## src/sv/rie_pkg.sv

```systemverilog
// ---------------------------------------------------------------------------
// rie_pkg
// Opcodes, fault codes and address map for the immediate execute unit.
// ---------------------------------------------------------------------------
package rie_pkg;

    localparam logic [5:0] OP_REGIMM = 6'h01;
    localparam logic [5:0] OP_BEQ    = 6'h04;
    localparam logic [5:0] OP_BNE    = 6'h05;
    localparam logic [5:0] OP_BLEZ   = 6'h06;
    localparam logic [5:0] OP_BGTZ   = 6'h07;
    localparam logic [5:0] OP_ADDI   = 6'h08;
    localparam logic [5:0] OP_ADDIU  = 6'h09;
    localparam logic [5:0] OP_SLTI   = 6'h0A;
    localparam logic [5:0] OP_SLTIU  = 6'h0B;
    localparam logic [5:0] OP_ANDI   = 6'h0C;
    localparam logic [5:0] OP_ORI    = 6'h0D;
    localparam logic [5:0] OP_XORI   = 6'h0E;
    localparam logic [5:0] OP_LUI    = 6'h0F;
    localparam logic [5:0] OP_LB     = 6'h20;
    localparam logic [5:0] OP_LH     = 6'h21;
    localparam logic [5:0] OP_LWL    = 6'h22;
    localparam logic [5:0] OP_LW     = 6'h23;
    localparam logic [5:0] OP_LBU    = 6'h24;
    localparam logic [5:0] OP_LHU    = 6'h25;
    localparam logic [5:0] OP_LWR    = 6'h26;
    localparam logic [5:0] OP_SB     = 6'h28;
    localparam logic [5:0] OP_SH     = 6'h29;
    localparam logic [5:0] OP_SW     = 6'h2B;

    // REGIMM sub-codes carried in rt
    localparam logic [4:0] RT_BLTZ   = 5'b00000;
    localparam logic [4:0] RT_BGEZ   = 5'b00001;
    localparam logic [4:0] RT_BLTZAL = 5'b10000;
    localparam logic [4:0] RT_BGEZAL = 5'b10001;

    localparam logic [4:0] LINK_REG  = 5'd31;

    // readable regions, tested on the word address
    localparam logic [5:0]  RAM_HI_BITS  = 6'b001000;     // 0x2000_0000..0x23FF_FFFF
    localparam logic [7:0]  ROM_HI_BITS  = 8'h10;         // 0x1000_0000..0x10FF_FFFF
    localparam logic [29:0] IO_WORD_ADDR = 30'h0C00_0000; // 0x3000_0000

    typedef enum logic [2:0] {
        FAULT_NONE     = 3'd0,
        FAULT_OVERFLOW = 3'd1,
        FAULT_ALIGN    = 3'd2,
        FAULT_RANGE    = 3'd3,
        FAULT_UNKNOWN  = 3'd4,
        FAULT_RESERVED = 3'd5
    } fault_t;

endpackage

```

## src/sv/risc_immediate_execute_unit.sv

```systemverilog
// ---------------------------------------------------------------------------
// risc_immediate_execute_unit
// Three-stage execute unit for immediate-format instructions.
// ---------------------------------------------------------------------------
//
//  channel  | direction | handshake           | payload
//  ---------+-----------+---------------------+----------------------------------
//  command  | in        | start / busy        | instr_word, src_value, tgt_value,
//           |           |                     | slot_pc, load_word
//  result   | out       | done (one-cycle)    | wb_*, store_enable, mem_addr,
//           |           |                     | store_data, byte_mask, branch_*,
//           |           |                     | fault_code
//
//  A command passes through the stage 1, stage 2 and stage 3 registers; done
//  and the result ports are driven from the stage 3 registers.
//  One command is taken every cycle; busy stays low, as nothing downstream
//  can hold the pipe.
//  Stage 1 holds the three 32-bit adders (address, branch target, link) and
//  the compares; stage 2 decodes, checks and steers lanes; stage 3 applies the
//  fault rules into the output registers.
//  Reset clears the valid bits only; nothing is lost or repeated since there
//  is no stall path.
//
module risc_immediate_execute_unit
(
    input  logic                 clk,
    input  logic                 rst_n,
    input  logic                 start,
    output logic                 busy,
    input  logic [31:0]          instr_word,
    input  logic [31:0]          src_value,
    input  logic [31:0]          tgt_value,
    input  logic [31:0]          slot_pc,
    input  logic [31:0]          load_word,
    output logic                 done,
    output logic                 wb_enable,
    output logic [4:0]           wb_index,
    output logic [31:0]          wb_value,
    output logic                 store_enable,
    output logic [31:0]          mem_addr,
    output logic [31:0]          store_data,
    output logic [3:0]           byte_mask,
    output logic                 branch_taken,
    output logic [31:0]          branch_target,
    output logic [2:0]           fault_code
);
    import rie_pkg::*;

    // -----------------------------------------------------------------------
    // Stage 1: operand capture, adders and compares
    // -----------------------------------------------------------------------
    logic        s1_valid_reg;
    logic [5:0]  s1_op_reg;
    logic [4:0]  s1_rt_reg;
    logic        s1_rs_nz_reg;
    logic [15:0] s1_imm_reg;
    logic [31:0] s1_sv_reg;
    logic [31:0] s1_tv_reg;
    logic [31:0] s1_mw_reg;
    logic [31:0] s1_ea_reg;
    logic [31:0] s1_tgt_reg;
    logic [31:0] s1_link_reg;
    logic        s1_ovf_reg;
    logic        s1_lt_s_reg;
    logic        s1_lt_u_reg;
    logic        s1_eq_reg;
    logic        s1_sv_zero_reg;

    logic [31:0] simm_next;
    logic [31:0] ea_next;
    logic        ovf_next;

    assign busy = 1'b0;

    always_comb
    begin
        simm_next = {{16{instr_word[15]}}, instr_word[15:0]};
        ea_next   = src_value + simm_next;
        ovf_next  = (~(src_value[31] ^ simm_next[31])) & (src_value[31] ^ ea_next[31]);
    end

    always_ff @(posedge clk or negedge rst_n)
    begin
        if (!rst_n)
        begin
            s1_valid_reg <= 1'b0;
        end
        else
        begin
            s1_valid_reg <= start && !busy;
        end
    end

    always_ff @(posedge clk)
    begin
        s1_op_reg      <= instr_word[31:26];
        s1_rt_reg      <= instr_word[20:16];
        s1_rs_nz_reg   <= |instr_word[25:21];
        s1_imm_reg     <= instr_word[15:0];
        s1_sv_reg      <= src_value;
        s1_tv_reg      <= tgt_value;
        s1_mw_reg      <= load_word;
        s1_ea_reg      <= ea_next;
        s1_tgt_reg     <= slot_pc + {simm_next[29:0], 2'b00};
        s1_link_reg    <= slot_pc + 32'd4;
        s1_ovf_reg     <= ovf_next;
        s1_lt_s_reg    <= $signed(src_value) < $signed(simm_next);
        s1_lt_u_reg    <= src_value < simm_next;
        s1_eq_reg      <= src_value == tgt_value;
        s1_sv_zero_reg <= src_value == 32'd0;
    end

    // -----------------------------------------------------------------------
    // Stage 2: decode, alignment and region checks, lane steering
    // -----------------------------------------------------------------------
    logic        s2_valid_reg;
    logic        s2_wbe_reg;
    logic [4:0]  s2_wbi_reg;
    logic [31:0] s2_wbv_reg;
    logic        s2_ste_reg;
    logic [31:0] s2_maddr_reg;
    logic [31:0] s2_sdata_reg;
    logic [3:0]  s2_mask_reg;
    logic        s2_taken_reg;
    logic [31:0] s2_btgt_reg;
    fault_t      s2_fault_reg;

    logic        s2_wbe_next;
    logic [4:0]  s2_wbi_next;
    logic [31:0] s2_wbv_next;
    logic        s2_ste_next;
    logic [31:0] s2_maddr_next;
    logic [31:0] s2_sdata_next;
    logic [3:0]  s2_mask_next;
    logic        s2_taken_next;
    logic [31:0] s2_btgt_next;
    fault_t      s2_fault_next;
    logic        is_load;
    logic        is_link;
    logic        readable;
    logic [1:0]  lane;
    logic [7:0]  ld_byte;
    logic [15:0] ld_half;
    logic [31:0] ld_value;

    always_comb
    begin
        lane     = s1_ea_reg[1:0];
        readable = (s1_ea_reg[31:26] == RAM_HI_BITS) ||
                   (s1_ea_reg[31:24] == ROM_HI_BITS) ||
                   (s1_ea_reg[31:2] == IO_WORD_ADDR);

        case (lane)
            2'd0:    ld_byte = s1_mw_reg[31:24];
            2'd1:    ld_byte = s1_mw_reg[23:16];
            2'd2:    ld_byte = s1_mw_reg[15:8];
            default: ld_byte = s1_mw_reg[7:0];
        endcase
        ld_half = (lane != 2'd0) ? s1_mw_reg[15:0] : s1_mw_reg[31:16];

        case (s1_op_reg)
            OP_LB:   ld_value = {{24{ld_byte[7]}}, ld_byte};
            OP_LBU:  ld_value = {24'd0, ld_byte};
            OP_LH:   ld_value = {{16{ld_half[15]}}, ld_half};
            OP_LHU:  ld_value = {16'd0, ld_half};
            OP_LWL:
            begin
                case (lane)
                    2'd0:    ld_value = s1_mw_reg;
                    2'd1:    ld_value = {s1_mw_reg[23:0], s1_tv_reg[7:0]};
                    2'd2:    ld_value = {s1_mw_reg[15:0], s1_tv_reg[15:0]};
                    default: ld_value = {s1_mw_reg[7:0], s1_tv_reg[23:0]};
                endcase
            end
            OP_LWR:
            begin
                case (lane)
                    2'd0:    ld_value = {s1_tv_reg[31:8], s1_mw_reg[31:24]};
                    2'd1:    ld_value = {s1_tv_reg[31:16], s1_mw_reg[31:16]};
                    2'd2:    ld_value = {s1_tv_reg[31:24], s1_mw_reg[31:8]};
                    default: ld_value = s1_mw_reg;
                endcase
            end
            default: ld_value = s1_mw_reg;
        endcase
    end

    always_comb
    begin
        s2_wbe_next   = 1'b0;
        s2_wbv_next   = 32'd0;
        s2_ste_next   = 1'b0;
        s2_maddr_next = 32'd0;
        s2_sdata_next = 32'd0;
        s2_mask_next  = 4'd0;
        s2_taken_next = 1'b0;
        s2_btgt_next  = 32'd0;
        s2_fault_next = FAULT_NONE;
        is_load       = 1'b0;
        is_link       = 1'b0;

        case (s1_op_reg)
            OP_ANDI:
            begin
                s2_wbe_next = 1'b1;
                s2_wbv_next = s1_sv_reg & {16'd0, s1_imm_reg};
            end
            OP_ORI:
            begin
                s2_wbe_next = 1'b1;
                s2_wbv_next = s1_sv_reg | {16'd0, s1_imm_reg};
            end
            OP_XORI:
            begin
                s2_wbe_next = 1'b1;
                s2_wbv_next = s1_sv_reg ^ {16'd0, s1_imm_reg};
            end
            OP_SLTI:
            begin
                s2_wbe_next = 1'b1;
                s2_wbv_next = {31'd0, s1_lt_s_reg};
            end
            OP_SLTIU:
            begin
                s2_wbe_next = 1'b1;
                s2_wbv_next = {31'd0, s1_lt_u_reg};
            end
            OP_ADDI:
            begin
                s2_wbv_next = s1_ea_reg;
                if (s1_ovf_reg)
                begin
                    s2_fault_next = FAULT_OVERFLOW;
                end
                else
                begin
                    s2_wbe_next = 1'b1;
                end
            end
            OP_ADDIU:
            begin
                s2_wbe_next = 1'b1;
                s2_wbv_next = s1_ea_reg;
            end
            OP_LUI:
            begin
                if (s1_rs_nz_reg)
                begin
                    s2_fault_next = FAULT_RESERVED;
                end
                else
                begin
                    s2_wbe_next = 1'b1;
                    s2_wbv_next = {s1_imm_reg, 16'd0};
                end
            end
            OP_BEQ:
            begin
                s2_btgt_next  = s1_tgt_reg;
                s2_taken_next = s1_eq_reg;
            end
            OP_BNE:
            begin
                s2_btgt_next  = s1_tgt_reg;
                s2_taken_next = !s1_eq_reg;
            end
            OP_BGTZ:
            begin
                s2_btgt_next = s1_tgt_reg;
                if (s1_rt_reg != 5'd0)
                begin
                    s2_fault_next = FAULT_RESERVED;
                end
                else
                begin
                    s2_taken_next = !s1_sv_reg[31] && !s1_sv_zero_reg;
                end
            end
            OP_BLEZ:
            begin
                s2_btgt_next = s1_tgt_reg;
                if (s1_rt_reg != 5'd0)
                begin
                    s2_fault_next = FAULT_RESERVED;
                end
                else
                begin
                    s2_taken_next = s1_sv_reg[31] || s1_sv_zero_reg;
                end
            end
            OP_REGIMM:
            begin
                if (s1_rt_reg == RT_BLTZ || s1_rt_reg == RT_BLTZAL ||
                    s1_rt_reg == RT_BGEZ || s1_rt_reg == RT_BGEZAL)
                begin
                    s2_btgt_next = s1_tgt_reg;
                    // rt bit 0 selects the >= 0 test, bit 4 the link form
                    s2_taken_next = s1_rt_reg[0] ? !s1_sv_reg[31] : s1_sv_reg[31];
                    if (s1_rt_reg[4])
                    begin
                        is_link     = 1'b1;
                        s2_wbe_next = 1'b1;
                        s2_wbv_next = s1_link_reg;
                    end
                end
                else
                begin
                    s2_fault_next = FAULT_UNKNOWN;
                end
            end
            OP_SB:
            begin
                s2_maddr_next = s1_ea_reg;
                s2_ste_next   = 1'b1;
                case (lane)
                    2'd0:
                    begin
                        s2_sdata_next = {s1_tv_reg[7:0], 24'd0};
                        s2_mask_next  = 4'b1000;
                    end
                    2'd1:
                    begin
                        s2_sdata_next = {8'd0, s1_tv_reg[7:0], 16'd0};
                        s2_mask_next  = 4'b0100;
                    end
                    2'd2:
                    begin
                        s2_sdata_next = {16'd0, s1_tv_reg[7:0], 8'd0};
                        s2_mask_next  = 4'b0010;
                    end
                    default:
                    begin
                        s2_sdata_next = {24'd0, s1_tv_reg[7:0]};
                        s2_mask_next  = 4'b0001;
                    end
                endcase
            end
            OP_SH:
            begin
                s2_maddr_next = s1_ea_reg;
                if (lane[0])
                begin
                    s2_fault_next = FAULT_ALIGN;
                end
                else
                begin
                    s2_ste_next = 1'b1;
                    if (lane == 2'd0)
                    begin
                        s2_sdata_next = {s1_tv_reg[15:0], 16'd0};
                        s2_mask_next  = 4'b1100;
                    end
                    else
                    begin
                        s2_sdata_next = {16'd0, s1_tv_reg[15:0]};
                        s2_mask_next  = 4'b0011;
                    end
                end
            end
            OP_SW:
            begin
                s2_maddr_next = s1_ea_reg;
                if (lane != 2'd0)
                begin
                    s2_fault_next = FAULT_ALIGN;
                end
                else
                begin
                    s2_ste_next   = 1'b1;
                    s2_sdata_next = s1_tv_reg;
                    s2_mask_next  = 4'b1111;
                end
            end
            OP_LB, OP_LBU, OP_LWL, OP_LWR:
            begin
                is_load       = 1'b1;
                s2_maddr_next = s1_ea_reg;
            end
            OP_LH, OP_LHU:
            begin
                is_load       = 1'b1;
                s2_maddr_next = s1_ea_reg;
                if (lane[0])
                begin
                    s2_fault_next = FAULT_ALIGN;
                end
            end
            OP_LW:
            begin
                is_load       = 1'b1;
                s2_maddr_next = s1_ea_reg;
                if (lane != 2'd0)
                begin
                    s2_fault_next = FAULT_ALIGN;
                end
            end
            default:
            begin
                s2_fault_next = FAULT_UNKNOWN;
            end
        endcase

        // alignment first, then the region check
        if (is_load && s2_fault_next == FAULT_NONE)
        begin
            if (!readable)
            begin
                s2_fault_next = FAULT_RANGE;
            end
            else
            begin
                s2_wbe_next = 1'b1;
                s2_wbv_next = ld_value;
            end
        end

        s2_wbi_next = is_link ? LINK_REG : s1_rt_reg;
    end

    always_ff @(posedge clk or negedge rst_n)
    begin
        if (!rst_n)
        begin
            s2_valid_reg <= 1'b0;
        end
        else
        begin
            s2_valid_reg <= s1_valid_reg;
        end
    end

    always_ff @(posedge clk)
    begin
        s2_wbe_reg   <= s2_wbe_next;
        s2_wbi_reg   <= s2_wbi_next;
        s2_wbv_reg   <= s2_wbv_next;
        s2_ste_reg   <= s2_ste_next;
        s2_maddr_reg <= s2_maddr_next;
        s2_sdata_reg <= s2_sdata_next;
        s2_mask_reg  <= s2_mask_next;
        s2_taken_reg <= s2_taken_next;
        s2_btgt_reg  <= s2_btgt_next;
        s2_fault_reg <= s2_fault_next;
    end

    // -----------------------------------------------------------------------
    // Stage 3: fault squash and zeroing of unused fields
    // -----------------------------------------------------------------------
    logic        done_reg;
    logic        wbe_reg;
    logic [4:0]  wbi_reg;
    logic [31:0] wbv_reg;
    logic        ste_reg;
    logic [31:0] maddr_reg;
    logic [31:0] sdata_reg;
    logic [3:0]  mask_reg;
    logic        taken_reg;
    logic [31:0] btgt_reg;
    fault_t      fault_reg;

    logic        ok;
    logic        wbe_next;

    always_comb
    begin
        ok       = s2_fault_reg == FAULT_NONE;
        wbe_next = ok && s2_wbe_reg;
    end

    always_ff @(posedge clk or negedge rst_n)
    begin
        if (!rst_n)
        begin
            done_reg <= 1'b0;
        end
        else
        begin
            done_reg <= s2_valid_reg;
        end
    end

    always_ff @(posedge clk)
    begin
        wbe_reg   <= wbe_next;
        wbi_reg   <= wbe_next ? s2_wbi_reg : 5'd0;
        wbv_reg   <= wbe_next ? s2_wbv_reg : 32'd0;
        ste_reg   <= ok && s2_ste_reg;
        sdata_reg <= ok ? s2_sdata_reg : 32'd0;
        mask_reg  <= ok ? s2_mask_reg : 4'd0;
        taken_reg <= ok && s2_taken_reg;
        maddr_reg <= s2_maddr_reg;
        btgt_reg  <= s2_btgt_reg;
        fault_reg <= s2_fault_reg;
    end

    assign done          = done_reg;
    assign wb_enable     = wbe_reg;
    assign wb_index      = wbi_reg;
    assign wb_value      = wbv_reg;
    assign store_enable  = ste_reg;
    assign mem_addr      = maddr_reg;
    assign store_data    = sdata_reg;
    assign byte_mask     = mask_reg;
    assign branch_taken  = taken_reg;
    assign branch_target = btgt_reg;
    assign fault_code    = fault_reg;

    // -----------------------------------------------------------------------
    // Assertions
    // -----------------------------------------------------------------------
    a_fault_squash: assert property (@(posedge clk) disable iff (!rst_n)
        done && fault_code != FAULT_NONE |-> !wb_enable && !store_enable && !branch_taken)
        else $error("faulted result still writes, stores or branches");

    a_store_lanes: assert property (@(posedge clk) disable iff (!rst_n)
        done && store_enable |-> byte_mask != 4'd0 && !wb_enable)
        else $error("store issued with no byte lanes or with a writeback");

    a_pipe_flow: assert property (@(posedge clk) disable iff (!rst_n)
        s1_valid_reg |=> ##1 done)
        else $error("item lost between stage one and the result");

    a_link_index: assert property (@(posedge clk) disable iff (!rst_n)
        done && wb_enable && !store_enable && wb_index == LINK_REG && !$past(is_link, 2)
            |-> $past(s1_rt_reg, 2) == LINK_REG)
        else $error("link register written by a non-linking instruction");

endmodule

```

## config.mk

```make
export PLATFORM = sky130hd
export DESIGN_NAME = risc_immediate_execute_unit
export DESIGN_NICKNAME = d
export VERILOG_FILES = /design/src/sv/rie_pkg.sv /design/src/sv/risc_immediate_execute_unit.sv
export SDC_FILE = /design/constraint.sdc
export NUM_CORES = 1
export LEC_CHECK = 0
export CAP_MARGIN = 20
export CORE_MARGIN = 4
export CORE_UTILIZATION = 30
export DETAILED_ROUTE_END_ITERATION = 10
export DONT_BUFFER_PORTS = 1
export HOLD_SLACK_MARGIN = 0.12
export PLACE_DENSITY = 0.54
export SLEW_MARGIN = 15
export SYNTH_ARGS = -nofsm -noshare
export SYNTH_HDL_FRONTEND = slang
export SYNTH_SLANG_ARGS = --single-unit
```

## constraint.sdc

```tcl
create_clock -name clk -period 2.25 [get_ports clk]
set_clock_uncertainty 0.05 [all_clocks]
set_input_delay 0.225 -clock clk [delete_from_list [all_inputs] [get_ports clk]]
set_output_delay 0.225 -clock clk [all_outputs]
set_load 0.01 [all_outputs]
```

-- After elaboration in Yosys (flattened, before gate mapping)
Index checks and enable logic that the tools add are counted.
- register bits: 514
- input port bits: 163
- logic and storage cells: 162
- add/subtract/negate cells: 3
- $lt $le $gt $ge: 2
- equality and inequality tests: 32
- muxes and demuxes: 49
- bitwise operators: 7
- reductions and logical operators: 31
- operator list (operator ; number):
    $pmux 32 s3 ; 4
    $mux 32 ; 9
    $pmux 32 s8 ; 1
    $pmux 32 s6 ; 1
    $add 32x32->32 ; 2
    $pmux 32 s2 ; 1
    $eq 6x6->1 const B ; 10
    $eq 6x4->1 const B ; 9
    $add 32x3->32 const B ; 1
    $and 32x16->32 ; 1
    $eq 32x32->1 ; 1
    $logic_not 32->1 ; 1
    $lt 32x16->1 ; 1
    $lt 32x32->1 ; 1
    $or 32x16->32 ; 1
    $xor 32x16->32 ; 1
    $eq 30x28->1 const B ; 1
    $eq 6x3->1 const B ; 4
    $pmux 4 s3 ; 2
    $pmux 8 s3 ; 1
    $pmux 3 s7 ; 1
    $mux 16 ; 1
    $mux 1 ; 15
    $mux 3 ; 5
    30 further kinds ; 49

-- Logic depth before layout (Yosys ltp)
- depth in word-level cells: 9
- mapped depth: 10
- gate-level depth less buffers: 10

-- Worst setup path after synthesis
OpenSTA, ideal clock, no wires.
- path type: input -> register
- from: in instr_word[15]
- to: reg s1_ea_reg[29]
- setup time: 0.128 ns
- data arrival time: 2.326 ns
- required time: 2.072 ns
- path slack: -0.254 ns
- stages on the path: 8
- buffers on the path: 1
- cells stage by stage: inv_1 > ha_1 > buf_4 > or3_1 > or4_1 > o211ai_2 > a221oi_2 > xor2_1
- word-level cells in the longest chain between the ends: 1
- RTL lines (element ; RTL line ; text):
    start, declared ; risc_immediate_execute_unit.sv:30 ; input logic [31:0] instr_word,
    $add 32x32->32 ; risc_immediate_execute_unit.sv:78 ; ea_next = src_value + simm_next;
    via ea_next[29] ; risc_immediate_execute_unit.sv:70 ; logic [31:0] ea_next;
    end signal, assigned ; risc_immediate_execute_unit.sv:103 ; s1_ea_reg <= ea_next;
    end, declared ; risc_immediate_execute_unit.sv:60 ; logic [31:0] s1_ea_reg;
The timed path passes the listed nets, and every way through them passes these cells.
A chain may end at the register's enable or synchronous reset.

-- Worst setup path after layout
- from: in slot_pc[7]
- to: reg s1_tgt_reg[30]
- word-level cells in the longest chain between the ends: 1
- RTL lines (element ; RTL line ; text):
    start, declared ; risc_immediate_execute_unit.sv:33 ; input logic [31:0] slot_pc,
    $add 32x32->32 ; risc_immediate_execute_unit.sv:104 ; s1_tgt_reg <= slot_pc + {simm_next[29:0], 2'b00};
    end signal, assigned ; risc_immediate_execute_unit.sv:104 ;
    end, declared ; risc_immediate_execute_unit.sv:61 ; logic [31:0] s1_tgt_reg;
No other way between the ends.

==> metrics.csv <==
stage;metric;value;unit
run_status;status;finished, final reports clean;
sta;Hold Slack;0.135;ns
global_route;vias in the first global route;18200;
critical_path;Startpoint Class;input port;
synth;Mapped Nets;2330;
placement;port bufs;0;
global_route;antenna violations before repair;13;
cts;later-pin clock latency in the skew report;0.61;ns
detailed_routing;wire length on met2;42000;um
synth;Yosys reg bits;512;
detailed_routing;DR WL/cell;24.9;um
detailed_routing;final wirelength;86800;um
synth;EDFF count, synth;0;
synth;Seq/Total Area, Yosys;49.8;%
pwr;clock share of power;41.6;%
detailed_routing;met3 wire length;6030;um
cts;# H-tree levels;2;
pwr;Pint;17.4;mW
layout;area of the multi-input gates;10000;um^2
detailed_routing;antenna-violating nets left;0;
sta;Setup violations, final;0;
sta;crit path time final;2.24;ns
critical_path;CP Max Fanout;4;
synth;Yosys cell types;90;
sta;fin crit share;99.3;%
sta;Slew headroom;59.5;%
sta;RSZ-0062 raised after global routing;yes;
pwr;PwrDens;815;nW/um^2
critical_path;WS Path Type;in -> reg;
floorplanning;row cnt;95;
layout;fillers;6410;
critical_path;Crit path arrival time;2.68;ns
synth;average cell area after synthesis;10.1;um^2
global_route;gr usage total;22.6;%
synth;ranking of synthesized cells by area;dfxtp_1 (49%), ha_1 (7.6%), and2_1 (3.6%);
synth;most frequent cell after synthesis;dfxtp_1;
placement;Routability Congestion;0.927;
floorplanning;die width;270;um
sta;Worst Max-Slew Pin Slew;0.601;ns
cts;clock root buffer;clkbuf_16;
detailed_routing;Pre-antenna DRT Iters;9;
synth;ys flop type;dfxtp_1;
cts;clk sink count;512;
placement;dpl hpwl;63100;um
sta;Hold Vio Cnt, Final;0;
detailed_routing;max layer used;met5;
synth;Yosys warnings;0;
floorplanning;Starting Density;30.5;%
detailed_routing;Iteration-0 DRC Markers;1406;
layout;nets;2855;
detailed_routing;met1 wire length;35600;um
floorplanning;Die ar.;72900;um^2
sta;Peak Freq;0.447;GHz
placement;dpl ws;-0.347;ns
synth;Cell Area, Synth;20600;um^2
detailed_routing;Vias/cell;5.14;
sta;Max Slew Vio Count;0;
cts;Worst-path clk slew;0.06;ns
layout;share of cells above drive strength 1;19.3;%
pwr;Max rail drop VDD;0.543;mV
cts;CTS tree;yes;
floorplanning;core area;67600;um^2
global_route;global route overflow;0;
synth;Mapped Cells;2040;
synth;Post-synth top cells;dfxtp_1 (509), ha_1 (125), nor2_1 (119);
synth;Yosys top cell area share;49.5;%
synth;Synth area leader;dfxtp_1;
cts;clk buf depth;3;
floorplanning;num ports;308;
cts;CTS buffer count;55;
pwr;P_leak;12.4;nW
detailed_routing;Via Count;17900;
critical_path;crit path capture type;flop;
floorplanning;Die Span Y;270;um
pwr;part of the power in registers;42.9;%
global_route;largest net degree at the start of global routing;60;
min_path;worst hold path type;in -> reg;
critical_path;CP required;2.69;ns
pwr;combinational share of power;15.6;%
synth;async set or reset register ratio after synthesis;0.586;%
layout;Layout area overhead;40.5;%
detailed_routing;# DRC;0;
pwr;Sw Share;26.5;%
layout;Reg area;10300;um^2
sta;PnR worst setup slack;0.0147;ns
global_route;first-pass GRT wire length;124000;um
critical_path;setup slack, reg-to-reg;0.03;ns
pwr;Switch Pwr;6.25;mW
job;Max-Cap Viols;0;
## what timing repair did
| item | in CTS | in global routing |
|---|---|---|
| hold buffers | 283 | 12 |
| pin swaps | 0 | 21 |
| endpoints found under the hold margin | 226 | 12 |
| gates cloned | 0 | 2 |
| setup buffers | 0 | 15 |
| endpoints found under the setup margin | 23 | 71 |
| resized for setup | 25 | 94 |
## power by group through the flow
| stage | combinational [mW] | clock (mW) | sequential (mW) |
|---|---|---|---|
| finish | 3.68 | 9.81 | 10.1 |
| CTS | 3.48 | 9.96 | 10.1 |
| floorplan | 1.69 | 0 | 10.0 |
| detailed placement | 2.82 | 0 | 10.3 |
| global route | 3.95 | 10.3 | 10.1 |
| global placement | 2.82 | 0 | 10.3 |
## routing by layer
| metal | track usage (%) | vias to the layer above |
|---|---|---|
| li1 | - | 8270 |
| met1 | 27.9 | 8777 |
| met2 | 39.2 | 699 |
| met3 | 4.55 | 173 |
| met4 | 7.66 | 6 |
| met5 | 0 | - |
## worst max-delay path: stages
cell	delay, ns
dlygate4sd3_1	0.56
ha_1	0.35
a2111o_1	0.50
o211ai_1	0.40
a31oi_1	0.18
nor2_2	0.20
o21ai_1	0.11
xor2_1	0.15
## worst paths after layout
| path | endpoint | cells past startpoint | from |
|---|---|---|---|
| setup / recovery | s1_tgt_reg[30]$_DFF_P_ | 8 | slot_pc[7] |
| hold reg to reg | branch_target[4]$_DFF_P_ | 0 | s2_btgt_reg[4]$_DFF_P_ |
| hold / removal | s1_mw_reg[26]$_DFF_P_ | 1 | load_word[26] |
| min in group asynchronous | s2_valid_reg$_DFF_PN0_ | 2 | rst_n |
| setup reg to reg | s2_wbv_reg[9]$_DFF_P_ | 9 | s1_op_reg[0]$_DFF_P_ |
| max in group asynchronous | done$_DFF_PN0_ | 2 | rst_n |
## logic make-up (layout without fill, tap and decap cells)
family | after synthesis | after routing | share of synthesized area, %
xor gates and xnor gates | 117 | 117 | 4.97
other | 1 | 8 | 0.0182
AOI/OAI and AO/OA | 467 | 467 | 15.4
buffers and inverters | 178 | 747 | 3.63
muxes | 64 | 64 | 3.28
and+or+nand+nor | 574 | 574 | 15.1
adders and majority gates | 127 | 127 | 7.79
DFF | 512 | 512 | 49.8
## through the flow
step / power, mW / cells / instance area, um^2 / util, % / setup TNS, ns
CTS: 23.5 / 3453 / 28200 / 41.8 / -0.114
finish: 23.6 / 3489 / 28900 / 42.8 / 0
floorplan: 11.7 / 2040 / 20700 / - / -0.504
global route: 24.4 / 3486 / 28900 / 42.8 / -0.114
global placement: 13.1 / 3069 / 23300 / 34.5 / -8.44
detailed placement: 13.1 / 3069 / 23300 / 34.5 / -5.37
## cell type report
| class | count | share of cell area (%) |
|---|---|---|
| Inverter | 85 | 1.12 |
| Clock inverter | 27 | 1.26 |
| Antenna cell | 7 | 0.0605 |
| Multi-Input combinational cell | 1350 | 34.7 |
| Timing Repair Buffer | 561 | 18.1 |
| Tap cell | 873 | 3.77 |
| Clock buffer | 74 | 5.56 |
| Sequential cell | 512 | 35.5 |
## layout by cell type (no fill, tap or decap), types with 16 or more instances in the layout
cell,n
nand2_1,87
mux2_2,24
xor2_1,56
a21boi_0,18
xnor2_1,61
nand3_1,32
a222oi_1,16
nor3_1,21
nor4_1,26
buf_4,243
nand4_1,26
ha_1,118
dfxtp_1,504
o221ai_1,16
and3_1,45
nor2b_1,16
nand2b_1,16
o21ai_1,22
clkbuf_16,59
dlygate4sd3_1,279
nor2_1,115
o21ai_0,97
a22oi_1,38
and2_1,116
a22o_1,16
mux2i_1,38
inv_1,82
a21oi_1,101
No activity file was read; power rests on OpenSTA's default activity.
